===== config.mk =====
export PLATFORM = sky130hd
export DESIGN_NAME = text_line_word_char_counter
export DESIGN_NICKNAME = d
export VERILOG_FILES = /design/src/hw/rtl/wc_pkg.sv /design/src/hw/rtl/text_line_word_char_counter.sv /design/src/hw/rtl/wc_in_stage.sv /design/src/hw/rtl/wc_core.sv /design/src/hw/rtl/wc_out_queue.sv
export SDC_FILE = /design/constraint.sdc
export NUM_CORES = 1
export LEC_CHECK = 0
export BUFFER_PORTS_ARGS = -buffer_cell sky130_fd_sc_hd__buf_2
export CORE_ASPECT_RATIO = 0.75
export CORE_MARGIN = 1.5
export CORE_UTILIZATION = 35
export DETAILED_ROUTE_END_ITERATION = 10
export GPL_TIMING_DRIVEN = 0
export PLACE_DENSITY = 0.59
export SYNTH_ARGS = -nofsm -noshare
export SYNTH_HDL_FRONTEND = slang
export SYNTH_HIERARCHICAL = 1
export SYNTH_SLANG_ARGS = --single-unit

===== constraint.sdc =====
create_clock -name aclk -period 12.5 [get_ports aclk]
set_clock_uncertainty 0.2 [all_clocks]
set_input_delay 1.875 -clock aclk [delete_from_list [all_inputs] [get_ports aclk]]
set_output_delay 1.875 -clock aclk [all_outputs]
set_load 0.02 [all_outputs]

===== src/hw/rtl/wc_pkg.sv =====
package wc_pkg;

    // Byte codes that steer the word and line scan.
    localparam logic [7:0] CHAR_SPACE = 8'h20;
    localparam logic [7:0] CHAR_TAB   = 8'h09;
    localparam logic [7:0] CHAR_CR    = 8'h0D;
    localparam logic [7:0] CHAR_LF    = 8'h0A;

    localparam int OUT_BITS = 32;

    // Scan position within the text.
    typedef enum logic [2:0] {
        MODE_WORD = 3'b001,
        MODE_GAP  = 3'b010,
        MODE_CR   = 3'b100
    } scan_mode_t;

    // One accepted request held in the input stage.
    typedef struct packed {
        logic       valid;
        logic       end_of_text;
        logic [7:0] text_byte;
    } stage_t;

    // One set of counts on its way to the result side.
    typedef struct packed {
        logic [OUT_BITS-1:0] char_count;
        logic [OUT_BITS-1:0] word_count;
        logic [OUT_BITS-1:0] line_count;
    } result_t;

endpackage


===== src/hw/rtl/text_line_word_char_counter.sv =====
// Timing: a taken byte request is held in the input register and then updates the running counts;
// the counts for an end-of-text request pass from the input register into the result queue and
// then appear on m_tvalid; the request waits in the input register while both result entries are full.
// Throughput: one request per cycle while no end of text waits for room in the result queue; the two-entry
// result queue lets bytes keep flowing while a result waits to be taken.
// Reset: aresetn is synchronous and active low; it clears all counts and both stages.
module text_line_word_char_counter #(
    parameter int COUNT_BITS = 32
) (
    input  logic        aclk,
    input  logic        aresetn,
    input  logic        s_tvalid,
    output logic        s_tready,
    input  logic [7:0]  s_tdata,   // [7:0] text_byte
    input  logic        s_tlast,   // end_of_text
    output logic        m_tvalid,
    input  logic        m_tready,
    output logic [95:0] m_tdata    // [31:0] line_count, [63:32] word_count, [95:64] char_count
);

    wc_pkg::stage_t  stage;
    wc_pkg::result_t core_result;
    wc_pkg::result_t queue_result;
    logic            fire;
    logic            push;
    logic            queue_full;

    // The input register holds one request; it moves on every cycle except when
    // it is an end of text and the result queue has no room.
    wc_in_stage u_in_stage (
        .aclk       (aclk),
        .aresetn    (aresetn),
        .in_valid   (s_tvalid),
        .in_last    (s_tlast),
        .in_byte    (s_tdata),
        .queue_full (queue_full),
        .in_ready   (s_tready),
        .fire       (fire),
        .stage      (stage)
    );

    // The running counts and scan position; an end of text hands the counts
    // over and clears them in the same cycle.
    wc_core #(
        .COUNT_BITS (COUNT_BITS)
    ) u_core (
        .aclk    (aclk),
        .aresetn (aresetn),
        .fire    (fire),
        .stage   (stage),
        .push    (push),
        .result  (core_result)
    );

    // The result register with a skid entry behind it.
    wc_out_queue u_out_queue (
        .aclk      (aclk),
        .aresetn   (aresetn),
        .push      (push),
        .push_data (core_result),
        .full      (queue_full),
        .out_valid (m_tvalid),
        .out_ready (m_tready),
        .out_data  (queue_result)
    );

    assign m_tdata = {queue_result.char_count, queue_result.word_count,
                      queue_result.line_count};

endmodule


===== src/hw/rtl/wc_in_stage.sv =====
module wc_in_stage (
    input  logic            aclk,
    input  logic            aresetn,
    input  logic            in_valid,
    input  logic            in_last,
    input  logic [7:0]      in_byte,
    input  logic            queue_full,
    output logic            in_ready,
    output logic            fire,
    output wc_pkg::stage_t  stage
);

    wc_pkg::stage_t stage_reg;
    logic           advance;

    // A held byte always moves on; a held end of text needs room for its result.
    assign advance  = !stage_reg.valid || !stage_reg.end_of_text || !queue_full;
    assign in_ready = advance;
    assign fire     = stage_reg.valid && advance;
    assign stage    = stage_reg;

    always_ff @(posedge aclk) begin
        if (!aresetn) begin
            stage_reg.valid <= 1'b0;
        end else if (advance) begin
            stage_reg.valid <= in_valid;
        end
        if (advance) begin
            stage_reg.end_of_text <= in_last;
            stage_reg.text_byte   <= in_byte;
        end
    end

endmodule


===== src/hw/rtl/wc_core.sv =====
module wc_core #(
    parameter int COUNT_BITS = 32
) (
    input  logic             aclk,
    input  logic             aresetn,
    input  logic             fire,
    input  wc_pkg::stage_t   stage,
    output logic             push,
    output wc_pkg::result_t  result
);

    localparam int OB = wc_pkg::OUT_BITS;

    wc_pkg::scan_mode_t      mode_reg, mode_next;
    logic [COUNT_BITS-1:0]   lines_reg, lines_next;
    logic [COUNT_BITS-1:0]   words_reg, words_next;
    logic [COUNT_BITS-1:0]   chars_reg, chars_next;
    logic [COUNT_BITS-1:0]   lines_inc, words_inc, chars_inc;
    logic [COUNT_BITS-1:0]   lines_final;
    logic                    after_cr;

    assign after_cr  = (mode_reg == wc_pkg::MODE_CR);
    assign lines_inc = (&lines_reg) ? lines_reg : lines_reg + COUNT_BITS'(1);
    assign words_inc = (&words_reg) ? words_reg : words_reg + COUNT_BITS'(1);
    assign chars_inc = (&chars_reg) ? chars_reg : chars_reg + COUNT_BITS'(1);

    // A CR still waiting for its line is counted at end of text.
    assign lines_final = after_cr ? lines_inc : lines_reg;
    assign push        = fire && stage.end_of_text;

    generate
        if (COUNT_BITS > OB) begin : g_clamp
            assign result.line_count = (|lines_final[COUNT_BITS-1:OB]) ? {OB{1'b1}}
                                                                       : lines_final[OB-1:0];
            assign result.word_count = (|words_reg[COUNT_BITS-1:OB]) ? {OB{1'b1}}
                                                                     : words_reg[OB-1:0];
            assign result.char_count = (|chars_reg[COUNT_BITS-1:OB]) ? {OB{1'b1}}
                                                                     : chars_reg[OB-1:0];
        end else begin : g_extend
            assign result.line_count = OB'(lines_final);
            assign result.word_count = OB'(words_reg);
            assign result.char_count = OB'(chars_reg);
        end
    endgenerate

    always_comb begin
        mode_next  = mode_reg;
        lines_next = lines_reg;
        words_next = words_reg;
        chars_next = chars_reg;
        if (fire) begin
            if (stage.end_of_text) begin
                mode_next  = wc_pkg::MODE_GAP;
                lines_next = '0;
                words_next = '0;
                chars_next = '0;
            end else begin
                chars_next = chars_inc;
                if (after_cr) begin
                    lines_next = lines_inc;
                end
                case (stage.text_byte)
                    wc_pkg::CHAR_SPACE, wc_pkg::CHAR_TAB: begin
                        mode_next = wc_pkg::MODE_GAP;
                    end
                    wc_pkg::CHAR_CR: begin
                        mode_next = wc_pkg::MODE_CR;
                    end
                    wc_pkg::CHAR_LF: begin
                        // After a CR the line was already counted above.
                        if (!after_cr) begin
                            lines_next = lines_inc;
                        end
                        mode_next = wc_pkg::MODE_GAP;
                    end
                    default: begin
                        if (mode_reg != wc_pkg::MODE_WORD) begin
                            words_next = words_inc;
                        end
                        mode_next = wc_pkg::MODE_WORD;
                    end
                endcase
            end
        end
    end

    always_ff @(posedge aclk) begin
        if (!aresetn) begin
            mode_reg  <= wc_pkg::MODE_GAP;
            lines_reg <= '0;
            words_reg <= '0;
            chars_reg <= '0;
        end else begin
            mode_reg  <= mode_next;
            lines_reg <= lines_next;
            words_reg <= words_next;
            chars_reg <= chars_next;
        end
    end

endmodule


===== src/hw/rtl/wc_out_queue.sv =====
module wc_out_queue (
    input  logic             aclk,
    input  logic             aresetn,
    input  logic             push,
    input  wc_pkg::result_t  push_data,
    output logic             full,
    output logic             out_valid,
    input  logic             out_ready,
    output wc_pkg::result_t  out_data
);

    wc_pkg::result_t head_reg, skid_reg;
    logic [1:0]      count_reg, count_next;
    logic            pop;

    assign out_valid = (count_reg != 2'd0);
    assign full      = (count_reg == 2'd2);
    assign pop       = out_valid && out_ready;
    assign out_data  = head_reg;

    always_comb begin
        count_next = count_reg;
        case ({push, pop})
            2'b10:   count_next = count_reg + 2'd1;
            2'b01:   count_next = count_reg - 2'd1;
            default: count_next = count_reg;
        endcase
    end

    always_ff @(posedge aclk) begin
        if (!aresetn) begin
            count_reg <= 2'd0;
        end else begin
            count_reg <= count_next;
        end
        if (pop && count_reg == 2'd2) begin
            head_reg <= skid_reg;
        end
        if (push) begin
            if (count_reg == 2'd0 || pop) begin
                head_reg <= push_data;
            end else begin
                skid_reg <= push_data;
            end
        end
    end

endmodule


# ---- Word level (Yosys, flattened, before mapping)
# Cells that the tools add are included.
# Widths: inputs -> output; s select.
dict set report word_totals {
  in_bits 13
  reg_bits 303
}
dict set report op_classes {
  n_reduce_logical 22
  n_bitwise 1
  n_mux 17
  n_addsub 5
  n_eq_ne 12
}
# cell n
set op_table {}
lappend op_table {{$mux 32} 11}
lappend op_table {{$mux 96} 3}
lappend op_table {{$add 32x1->32 const B} 3}
lappend op_table {{$reduce_and 32->1} 3}
lappend op_table {{$eq 8x4->1 const B} 3}
lappend op_table {{$eq 8x6->1 const B} 1}
lappend op_table {{$pmux 3 s2} 1}
lappend op_table {{$reduce_bool 2->1} 3}
lappend op_table {{$eq 2x2->1 const B} 2}
lappend op_table {{$logic_and 1x1->1} 4}
lappend op_table {{$ne 2x2->1 const B} 2}
lappend op_table {{$pmux 2 s2} 1}
lappend op_table {{$reduce_and 2->1} 2}
lappend op_table {{$reduce_and 4->1} 1}
lappend op_table {{$reduce_or 4->1} 1}
lappend op_table {{$eq 3x3->1 const B} 1}
lappend op_table {{$logic_not 1->1} 3}
lappend op_table {{$logic_or 1x1->1} 3}
lappend op_table {{$mux 3} 1}
lappend op_table {{$ne 3x1->1 const B} 1}
lappend op_table {{$reduce_or 3->1} 1}
lappend op_table {{$add 2x1->2 const B} 1}
lappend op_table {{$eq 2x1->1 const B} 1}
lappend op_table {{$logic_not 2->1} 1}
lappend op_table {{3 further kinds} 3}

# ---- Logic depth before layout (Yosys ltp)
# Gate-level depths: netlist (run 1).
dict set report logic_depth {
  ltp_word 7
  depth_mapped 11
}

# ---- Hierarchy
# The synthesis (run 1) kept the hierarchy.
# mod area_each_um2 n_inst cells_per_inst
set modules_own_cells {}
lappend modules_own_cells {wc_out_queue 7263.2 1 421}
lappend modules_own_cells {wc_core 5592.9 1 703}
lappend modules_own_cells {wc_in_stage 319.1 1 14}

# ---- Worst setup path before layout (run 1)
# Ideal clock, no wire load.
dict set report synth_timing {
  kind {input -> register}
  from {in m_tready}
  to {reg u_out_queue/skid_reg[0] (netlist bit) (enable)}
  setup_ns 0.670
  t_arrival_ns 8.524
  required_time_ns 11.630
  setup_slack_ns 3.106
  n_path_buf 0
  cell_stages 1
  path_cell_list {nor3_1}
}
dict set report synth_between {
  elab_chain_cells 4
}
# item line_no
set synth_rtl {}
lappend synth_rtl {{start: declaration} text_line_word_char_counter.sv:17} ;# input logic m_tready,
lappend synth_rtl {{$logic_and 1x1->1} wc_out_queue.sv:18} ;# assign pop = out_valid && out_ready;
lappend synth_rtl {{$logic_or 1x1->1} wc_out_queue.sv:40} ;# if (count_reg == 2'd0 || pop) begin
lappend synth_rtl {{$not 1->1 (no source line)} n/a}
lappend synth_rtl {{$reduce_and 2->1 (no source line)} n/a}
lappend synth_rtl {{end signal: assignment} wc_out_queue.sv:43} ;# skid_reg <= push_data;
lappend synth_rtl {{end: declaration} wc_out_queue.sv:12} ;# wc_pkg::result_t head_reg, skid_reg;
# No other way between the ends.
# A chain may end at the register's enable or synchronous reset.

# ---- Worst setup path in the final report (run 1)
dict set report layout_timing {
  from {reg u_out_queue.count_reg[1]}
  to {out s_tready}
}
dict set report layout_between {
  elab_chain_cells 3
}
# item line_no
set layout_rtl {}
lappend layout_rtl {{start: declaration} wc_out_queue.sv:13} ;# logic [1:0] count_reg, count_next;
lappend layout_rtl {{start signal: assignment} wc_out_queue.sv:34} ;# count_reg <= count_next;
lappend layout_rtl {{$eq 2x2->1} wc_out_queue.sv:17} ;# assign full = (count_reg == 2'd2);
lappend layout_rtl {{net queue_full} text_line_word_char_counter.sv:26} ;# logic queue_full;
lappend layout_rtl {{$logic_not 1->1} wc_in_stage.sv:17} ;# assign advance = !stage_reg.valid || !stage_reg.end_of_text || !queue_full;
lappend layout_rtl {{$logic_or 1x1->1} wc_in_stage.sv:17}
lappend layout_rtl {{end: declaration} text_line_word_char_counter.sv:13} ;# output logic s_tready,
# The timed path passes the listed nets, and every way through them passes these cells.

==> summary.md, run 1 <==
| Metric | Value |
|---|---|
| Hold buffers post-CTS | 0 |
| # port buffers | 110 |
| Top Ports | 111 |
| Max capacitance violation total | 0 |
| Worst stage delay on the critical path | 430 ps |
| Fill count | 3,597 |
| H-tree levels | 1 |
| Place WS | 8190 ps |
| Number of synthesized flops with an enable pin | 105 |
| Via count | 9,247 |
| Total power | 2410 uW |
| LEAKAGE | 0.00606 uW |
| Rel. slew slack | 28.3% |
| R2R setup slack | 9080 ps |
| Post-DP HPWL | 22,500 um |
| Period minus WS final | 3880 ps |
| Fmax | 0.257 GHz |
| Asr flop ratio synth | 0% |
| TritonCTS Buffers | 31 |
| Final Wtd Congestion | 0.857 |
| Antenna cells | 0 |
| Status | finished, final reports clean |
| Post-CTS setup buffer count | 0 |
| DIE WIDTH | 227 um |
| Clk pin slew, worst setup/hold paths | 60 ps |
| First-pass GRT wire length | 49,400 um |
| Worst min-delay path class | register to register |
| Die Area | 38,800 sq um |
| Final Cell Area | 15,500 sq um |
| Required @ worst endpoint | 10,430 ps |
| Post-synth top area share | 30.1% |
| Largest net degree at the start of global routing | 15 |
| GRT Util Overall | 16.3% |
| Net Count, Synth | 1,155 |
| Yosys warns | 6 |
| Pins Over Slew Limit | 0 |
| Area growth syn-to-layout | 17.6% |
| Final hold viol count | 0 |
| Core region area | 37,100 sq um |
| Crit path DAT | 1810 ps |
| Post-DRT Antenna Nets | 0 |
| Critical Path Fanout Max | 11 |
| Worst path bufs/invs | 1 |
| Unrepaired setup endpoints after global routing | no |
| CTS tree | yes |
| Maximum VDD drop | 0.000111 V |
| Drt initial violations | 585 |
| Worst Tran Pin Value | 1070 ps |
| Avg Cell Area, Syn | 11.6 sq um |
| Setup crit end kind | primary output |
| Synth top area cells | dfxtp_1, edfxtp_1, mux2_2 |
| Crit path max-delay cell type | dfxtp_1 |
| Share of layout cells above drive strength 1 | 28.7% |
| Fin crit share | 31.1% |
| DRT Pass-1 Iters | 5 |
| Post-placement cell area | 14,500 sq um |
| PwrDens | 156 nW/um^2 |
| Root Buffer | clkbuf_16 |
| Die H | 171 um |
| Routed length per instance | 17.3 um |
| Worst setup margin | 8620 ps |
| CP Launch Type | register |
| Drt drc | 0 |
| Cell Area, Synth | 13,200 sq um |
| Endpoints failing setup | 0 |
| Vias in the first global route | 8,644 |
| Crit-path cells | nor2b_1, nand3_2, buf_2 |
| CP top delay family | simple AND/OR/NAND/NOR gates |
| Clk buf depth | 3 |
| Initial Utilization | 35.5% |
| Synth unique cells | 69 |
| Final #Nets | 1,308 |
| Routed wire length | 31,500 um |
| Syn Inst Count | 1,138 |
| Fin util | 41.8% |
| Post_cts resized | 0 |
| CTS Sinks | 303 |
| Main synth FF type | dfxtp_1 |
| Synth area leader | dfxtp_1 |
| Initial antenna violation count | 0 |
| Sequential area share after synthesis | 54.0% |
| Row cnt | 61 |
| Worst-Skew Late Latency | 570 ps |
| Seq cells post-synth | 303 |
| Crit Path Category | register to primary output |
| GR Overflow Total | 0 |
| DR vias/cell | 5.08 |
path summary, 6_finish.rpt:
path,start,end,depth (start not counted)
worst max-delay path,u_out_queue/count_reg[1]$_SDFFE_PN0P_,s_tready,3
worst min-delay path,u_core/chars_reg[31]$_SDFFE_PN0P_,u_out_queue/skid_reg[95]$_DFFE_PP_,0
worst max register to register,u_in_stage/stage[8]$_DFFE_PP_,u_out_queue/skid_reg[28]$_DFFE_PP_,9
worst min register to register,u_core/chars_reg[31]$_SDFFE_PN0P_,u_out_queue/skid_reg[95]$_DFFE_PP_,0
kinds of logic (layout without fill, tap and decap cells):
| family | Yosys count | after routing | synth area share (%) |
|---|---|---|---|
| xor+xnor | 71 | 71 | 4.72 |
| mux | 195 | 195 | 16.6 |
| flops | 303 | 303 | 54.0 |
| simple gates | 360 | 360 | 15.2 |
| fa+ha+maj | 4 | 4 | 0.380 |
| buf+inv | 71 | 248 | 2.74 |
| compound gates | 134 | 134 | 6.30 |
per-layer routing:
| layer | global-route usage [%] | routed length [um] | up-vias |
|---|---|---|---|
| li1 | - | - | 4520 |
| met1 | 24.2 | 15700 | 4477 |
| met2 | 24.6 | 13700 | 204 |
| met3 | 2.68 | 1470 | 46 |
| met4 | 3.54 | 663 | 0 |
| met5 | 0 | 0 | - |
stage by stage:
| stage | TNS, ps | cells | hold slack, ps |
|---|---|---|---|
| after floorplan | 0 | 1138 | 252 |
| after global placement | -129570 | 1752 | 295 |
| after detailed placement | 0 | 1762 | 304 |
| after CTS | 0 | 1819 | 305 |
| after global routing | 0 | 1819 | 320 |
| final | 0 | 1819 | 301 |
layout by cell type (no fill, tap or decap), types with 5 or more instances in the layout:
cell type	instances
a21oi_1	38
a31oi_1	10
and2_1	5
and3_1	17
and4_1	8
buf_2	128
buf_4	9
buf_6	14
clkbuf_1	30
clkbuf_16	31
clkinv_1	6
dfxtp_1	198
edfxtp_1	105
inv_1	16
mux2_1	40
mux2_2	153
nand2_1	64
nand3_1	54
nand4_1	33
nor2_1	72
nor2b_1	5
nor3_1	18
nor4_1	8
o211ai_1	15
o21ai_0	28
o21ai_1	8
o31ai_1	14
or3_1	29
or4_1	12
xnor2_1	26
xor2_1	45
power breakdown:
| group | internal [uW] | switching [uW] | leakage [uW] |
|---|---|---|---|
| Combinational | 155 | 187 | 0.00297 |
| Sequential | 1090 | 38.5 | 0.00258 |
| Clock | 560 | 384 | 0.000503 |
| Total | 1800 | 609 | 0.00606 |
layout make-up:
cell class	count	area, sq um	area share, %
Clock inverter	14	171	1.11
Tap cell	504	631	4.07
Sequential cell	303	7120	45.9
Inverter	18	67.6	0.436
Clock buffer	43	861	5.55
Buffer	53	293	1.89
Multi-Input combinational cell	764	5700	36.8
Timing Repair Buffer	120	656	4.23
cells in the mapped netlist (10+ instances only):
cell type	number
or4_1	12
a21oi_1	38
a31oi_1	10
xor2_1	45
mux2_2	153
edfxtp_1	105
clkbuf_1	22
nor2_1	72
mux2_1	40
o31ai_1	14
nor3_1	19
nand2_1	64
o21ai_0	28
and3_1	17
buf_2	18
xnor2_1	26
or3_1	29
dfxtp_1	198
nand3_1	54
o211ai_1	15
inv_1	16
nand4_1	33
Power figures use the tool's default switching activity.
==> run 2: changes to the inputs <==
PLACE_DENSITY = 0.61   (was 0.59)
clock period = 3.5 ns   (was 12.5 ns; I/O delays follow)
==> summary.md, run 2 (same netlist as run 1, synthesis figures left out) <==
| Metric | Value |
|---|---|
| Status | finished, final reports clean |
| LEAKAGE | 0.00609 uW (+0.53%) |
| Die Area | 38,800 sq um (unchanged) |
| Most common cell after layout, fill and taps aside | dfxtp_1 |
| TritonCTS Buffers | 30 (-3.2%) |
| CP dominant cell by count | nand2_1 |
| Fill count | 3,608 (+0.31%) |
| Worst setup margin | 246 ps (-8370 ps) |
| DIE WIDTH | 227 um (unchanged) |
| Post-CTS setup buffer count | 0 (unchanged) |
| Final Wtd Congestion | 0.867 (+1.2%) |
| Pins Over Slew Limit | 0 (unchanged) |
| Root Buffer | clkbuf_16 |
| Final #Nets | 1,312 (+0.31%) |
| # port buffers | 110 (unchanged) |
| Crit Path Category | register to register |
| Fmax | 0.307 GHz |
| Routed wire length | 31,100 um (-1.4%) |
| Hold path start | s_tvalid |
| Crit-path cells | nor3b_1, a31o_2, buf_2, nand2_1, nor2_2, nand2_1, o31ai_1 |
| Worst stage delay on the critical path | 900 ps (+470 ps) |
| Drt initial violations | 642 (+9.7%) |
| Clk buf depth | 3 (unchanged) |
| R2R setup slack | 250 ps (-8830 ps) |
| Maximum VDD drop | 0.000349 V (+220%) |
| Worst R2R Path Depth | 7 (-2) |
| Routed length per instance | 17.1 um (-1.7%) |
| CP top delay family | simple AND/OR/NAND/NOR gates |
| Cell Count, Final, Fillers Out | 1,823 (+0.22%) |
| Grt met2 use | 24.9% (+0.36 points) |
| Setup crit end kind | register |
| Gr busiest metal | met2 |
| RR Startpoint | u_core/mode_reg[2]$_SDFFE_PN0P_ |
| Post-DP HPWL | 22,100 um (-1.9%) |
| Top Ports | 111 (unchanged) |
| Worst min-delay path class | primary input to register |
| Initial Utilization | 35.5% (unchanged) |
| Required @ worst endpoint | 3770 ps (-6660 ps) |
| Worst Tran Pin Value | 1100 ps (+28.6 ps) |
| Critical Path Fanout Max | 10 (-1) |
| Vias in the first global route | 8,668 (+0.28%) |
| Setup_tns | 0 ps (unchanged) |
| CTS Sinks | 303 (unchanged) |
| H-tree levels | 1 (unchanged) |
| Rel. slew slack | 26.4% (-1.9 points) |
| Core region area | 37,100 sq um (unchanged) |
| Share of layout cells above drive strength 1 | 28.9% (+0.14 points) |
| Row cnt | 61 (unchanged) |
| Period minus WS final | 3250 ps |
| Initial antenna violation count | 0 (unchanged) |
| Met3 usage | 2.61% (-0.069 points) |
| Max capacitance violation total | 0 (unchanged) |
| Clk pin slew, worst setup/hold paths | 70 ps (about the same) |
| GR Overflow Total | 0 (unchanged) |
| Die H | 171 um (unchanged) |
| Drt drc | 0 (unchanged) |
| CP Launch Type | register |
| Endpoints failing setup | 0 (unchanged) |
| Unrepaired setup endpoints after global routing | no |
| Fin crit share | 93.0% |
| DRT Pass-1 Iters | 5 (unchanged) |
| Largest net degree at the start of global routing | 20 (+5) |
| Crit path DAT | 3530 ps (+1720 ps) |
| Via count | 9,315 (+0.74%) |
| DR vias/cell | 5.11 (+0.51%) |
| Most frequent cells in the layout | dfxtp_1, mux2_2, buf_2 |
| Worst path bufs/invs | 1 (unchanged) |
| Worst-Skew Late Latency | 570 ps (about the same) |
| CTS tree | yes |
| PwrDens | 538 nW/um^2 (+250%) |
| Final hold viol count | 0 (unchanged) |
| Hold depth | 3 (+3) |
| Hold EP | u_in_stage/stage[9]$_SDFFE_PN0P_ |
| Fin util | 42.1% (+0.28 points) |
| DP Cell Count | 1,758 (-0.23%) |
| GRT Util Overall | 16.0% (-0.22 points) |
| Crit path max-delay cell type | nor3b_1 |
| Critical path origin | u_core/mode_reg[2]$_SDFFE_PN0P_ |
| Met1 Track Usage GR | 23.1% (-1.0 points) |
| Area growth syn-to-layout | 18.4% |
| Capturing point of the worst reg2reg path | u_core/lines_reg[9]$_SDFFE_PN0P_ |
| First-pass GRT wire length | 48,700 um (-1.4%) |
| Post-DRT Antenna Nets | 0 (unchanged) |
| Antenna cells | 0 (unchanged) |
| Place WS | 251 ps (-7940 ps) |
## run 2: worst max-delay path by stage
stage	slack, ps	depth (start not counted)	endpoint
after floorplan	-490	6	u_out_queue/skid_reg[0]$_DFFE_PP_
after global routing	20	7	u_core/lines_reg[3]$_SDFFE_PN0P_
after detailed placement	250	9	u_out_queue/out_data[12]$_DFF_P_
after global placement	-2220	6	u_out_queue/skid_reg[82]$_DFFE_PP_
final	250	7	u_core/lines_reg[9]$_SDFFE_PN0P_
after CTS	230	9	u_out_queue/out_data[12]$_DFF_P_
## run 2: per-layer routing
layer | up-vias | share of wire, %
met3 | 36 | 5.7
li1 | 4541 | -
met1 | 4477 | 48
met2 | 261 | 44
met4 | 0 | 2.1
met5 | - | 0
## run 2: what timing repair did
| action | CTS | global route |
|---|---|---|
| endpoints found under the setup margin | 0 | 5 |
| resized for setup | 0 | 3 |
| hold buffers | 9 | 0 |
| hold endpoints to repair | 9 | 0 |
## run 2: worst register-to-register path, cell delays in order (launching register included)
cell	delay, ps
dfxtp_1	370
nor3b_1	900
a31o_2	280
buf_2	220
nand2_1	190
nor2_2	410
nand2_1	310
o31ai_1	280
## run 2: power by group
part / internal, uW / total [uW] / switching [uW]
Sequential: 3890 / 4020 / 134
Clock: 1800 / 3150 / 1350
Combinational: 564 / 1230 / 664
Total: 6260 / 8400 / 2140
## run 2: layout make-up
type | count | area, sq um | share of cell area (%)
plain buffers | 53 | 304 | 1.95
clock buffers | 44 | 875 | 5.61
clock inverters | 12 | 91.3 | 0.585
inverters | 18 | 75.1 | 0.481
multi-input cells | 764 | 5720 | 36.6
flip-flops and latches | 303 | 7120 | 45.6
well taps | 504 | 631 | 4.04
repair buffers | 125 | 793 | 5.08
## run 2: stage by stage
step	power (uW)	area (sq um)	hold WS [ps]
floorplan	4920	13200	252
finish	8400	15600	55.2
detailed placement	5340	14500	286
global placement	5310	14400	281
CTS	8530	15600	42.1
global route	8770	15600	45.8
==> run 3: changes to the inputs <==
ABC_AREA = 1   (was not set)
CORE_UTILIZATION = 51   (was 35)
PLACE_DENSITY = 0.8   (was 0.61)
==> summary.md, run 3 <==
| Metric | Value |
|---|---|
| Drt drc | 0 (unchanged) |
| Required @ worst endpoint | 3570 ps (-200 ps) |
| Setup crit end kind | register |
| R2R setup slack | 130 ps (-120 ps) |
| Routed wire length | 46,800 um (+50%) |
| Largest net degree at the start of global routing | 33 (+65%) |
| Die H | 154 um (-9.8%) |
| Crit path to | u_out_queue/skid_reg[12]$_DFFE_PP_ |
| Worst Tran Pin Value | 787 ps (-315 ps) |
| Vias in the first global route | 13,887 (+60%) |
| Main synth FF type | dfxtp_1 |
| DR vias/cell | 5.50 (+7.6%) |
| Synth unique cells | 43 (-38%) |
| Sequential area share after synthesis | 45.8% (-8.2 points) |
| CTS tree | yes |
| CTS Sinks | 303 (unchanged) |
| Most frequent cell after synthesis | nand2_1 |
| Worst-Skew Late Latency | 590 ps (+20 ps) |
| Synth top area cells | dfxtp_1, nand2_1, edfxtp_1 |
| Clk pin slew, worst setup/hold paths | 70 ps (about the same) |
| GRT Util Overall | 29.4% (+13 points) |
| Drt initial violations | 1,434 (+120%) |
| Fmax | 0.297 GHz (-3.5%) |
| Root Buffer | clkbuf_16 |
| Post-synth top area share | 25.5% (-4.6 points) |
| Area growth syn-to-layout | 14.9% |
| Synth top cells by count | nand2_1, dfxtp_1, nand3_1 |
| Endpoints failing setup | 0 (unchanged) |
| Routed length per instance | 16.9 um (-1.0%) |
| Via count | 15,241 (+64%) |
| Net Count, Synth | 2,210 (+91%) |
| Final hold viol count | 0 (unchanged) |
| Post_cts resized | 0 (unchanged) |
| Post-placement cell area | 16,700 sq um (+15%) |
| Core region area | 30,100 sq um (-19%) |
| Initial antenna violation count | 0 (unchanged) |
| Pins Over Slew Limit | 0 (unchanged) |
| Post-CTS setup buffer count | 0 (unchanged) |
| RR Startpoint | u_out_queue/count_reg[1]$_SDFFE_PN0P_ |
| Antenna cells | 0 (unchanged) |
| Hold slack | 53.1 ps (-2.10 ps) |
| Most common cell after layout, fill and taps aside | nand2_1 |
| Worst min-delay path class | primary input to register |
| Status | finished, final reports clean |
| Asr flop ratio synth | 0% (unchanged) |
| Synth area leader | dfxtp_1 |
| PwrDens | 487 nW/um^2 (-9.6%) |
| Capturing point of the worst reg2reg path | u_out_queue/skid_reg[12]$_DFFE_PP_ |
| Unrepaired setup endpoints after global routing | no |
| Yosys warns | 6 (unchanged) |
| Clk buf depth | 3 (unchanged) |
| Die Area | 31,500 sq um (-19%) |
| Crit Path Category | register to register |
| First-pass GRT wire length | 73,800 um (+52%) |
| Fill count | 2,754 (-24%) |
| Cell Area, Synth | 15,500 sq um (+18%) |
| Post-DRT Antenna Nets | 0 (unchanged) |
| LEAKAGE | 0.00775 uW (+27%) |
| Worst R2R Path Depth | 13 (+6) |
| Fin crit share | 96.4% (+3.4 points) |
| Seq cells post-synth | 303 (unchanged) |
| DRT Pass-1 Iters | 5 (unchanged) |
| Rel. slew slack | 47.1% (+21 points) |
| Number of synthesized flops with an enable pin | 105 (unchanged) |
| Final Wtd Congestion | 0.969 (+12%) |
| Final Cell Area | 17,900 sq um (+14%) |
| CP Launch Type | register |
| Most frequent cells in the layout | nand2_1, nand3_1, dfxtp_1 |
| Period minus WS final | 3370 ps (+119 ps) |
| Initial Utilization | 51.7% (+16 points) |
| Crit path DAT | 3440 ps (-90 ps) |
| Post-DP HPWL | 34,300 um (+56%) |
| Setup_tns | 0 ps (unchanged) |
| Share of layout cells above drive strength 1 | 11.6% (-17 points) |
| GR Overflow Total | 0 (unchanged) |
| DIE WIDTH | 205 um (-9.9%) |
| Maximum VDD drop | 0.000370 V (+5.9%) |
| Syn Inst Count | 2,193 (+93%) |
| Top Ports | 111 (unchanged) |
| Max capacitance violation total | 0 (unchanged) |
| # port buffers | 109 (-0.91%) |
| Critical path origin | u_out_queue/count_reg[1]$_SDFFE_PN0P_ |
| H-tree levels | 1 (unchanged) |
| TritonCTS Buffers | 30 (unchanged) |
| Critical Path Fanout Max | 29 (+19) |
| Avg Cell Area, Syn | 7.09 sq um (-39%) |
| Final #Nets | 2,365 (+80%) |
| Row cnt | 55 (-9.8%) |
## run 3: changes by cell type after synthesis, moves of 26 or more
cell	before	now
mux2_1	40	0
nand2_1	64	896
clkbuf_1	22	48
mux2_2	153	0
nand3_1	54	198
or3_1	29	0
nand4_1	33	117
inv_1	16	111
buf_2	18	54
a21oi_1	38	92
nor2_1	72	193
## run 3: stage by stage
step	cells	utilization (%)	setup slack (ps)	total power, uW
2_1_floorplan	2193	-	64.4	4820
3_3_place_gp	2701	55.2	-1030	5210
3_5_place_dp	2704	55.4	91.4	5240
4_1_cts	2770	59.3	73.8	8720
5_1_grt	2771	59.4	50.8	8990
6_report	2771	59.4	127	8690
## run 3: worst max-delay path: stages, from the launching register on
cell	delay [ps]
dfxtp_1	300
buf_4	210
inv_4	90
nor2_1	60
a21boi_0	160
buf_2	310
nand2_1	80
inv_1	80
buf_4	250
buf_4	270
inv_1	160
nor2_4	410
buf_16	230
buf_12	220
## run 3: repair_timing
| item | in CTS | in global routing |
|---|---|---|
| hold buffers | 10 | 0 |
| endpoints found under the hold margin | 10 | 0 |
| endpoints found under the setup margin | 0 | 29 |
## run 3: layout make-up
cell class	instances	area, sq um	share of cell area, %
buffer	124	616	3.45
timing repair buffer	122	713	3.99
sequential	303	7120	39.9
tap	399	499	2.80
clock inverter	15	199	1.11
inverter	126	475	2.66
multi-input combinational	1641	7350	41.2
clock buffer	41	883	4.95
## run 3: per-layer routing
metal	share of wire (%)	global-route usage (%)	wire length (um)	vias up
met1	46	42.9	21400	7061
met2	41	42.7	19300	625
met5	0	0	0	-
li1	-	-	-	7454
met4	3.1	9.73	1430	0
met3	9.9	6.89	4640	101
## run 3: worst min-delay path by stage
stage	startpoint	end	slack (ps)	depth (start not counted)
finish	aresetn	u_core/words_reg[0]$_SDFFE_PN0P_	50	3
global route	aresetn	u_out_queue/count_reg[1]$_SDFFE_PN0P_	50	3
CTS	aresetn	u_out_queue/count_reg[1]$_SDFFE_PN0P_	30	3
detailed placement	u_core/chars_reg[13]$_SDFFE_PN0P_	u_out_queue/skid_reg[77]$_DFFE_PP_	240	0
global placement	u_core/chars_reg[13]$_SDFFE_PN0P_	u_out_queue/skid_reg[77]$_DFFE_PP_	230	0
floorplan	u_core/chars_reg[13]$_SDFFE_PN0P_	u_out_queue/skid_reg[77]$_DFFE_PP_	230	0
## run 3: power by group
group,internal [uW],switching (uW)
logic,371,867
clock network,2060,1430
registers,3840,114
## run 3: cell families after synthesis
group | Yosys count | synth area share (%)
flip-flops | 303 | 45.8
AND/OR/NAND/NOR | 1462 | 39.9
XOR/XNOR | 40 | 2.25
AO/OA/AOI/OAI | 134 | 4.69
adder cells (fa/ha/maj) | 4 | 0.322
buffers and inverters | 250 | 7.02
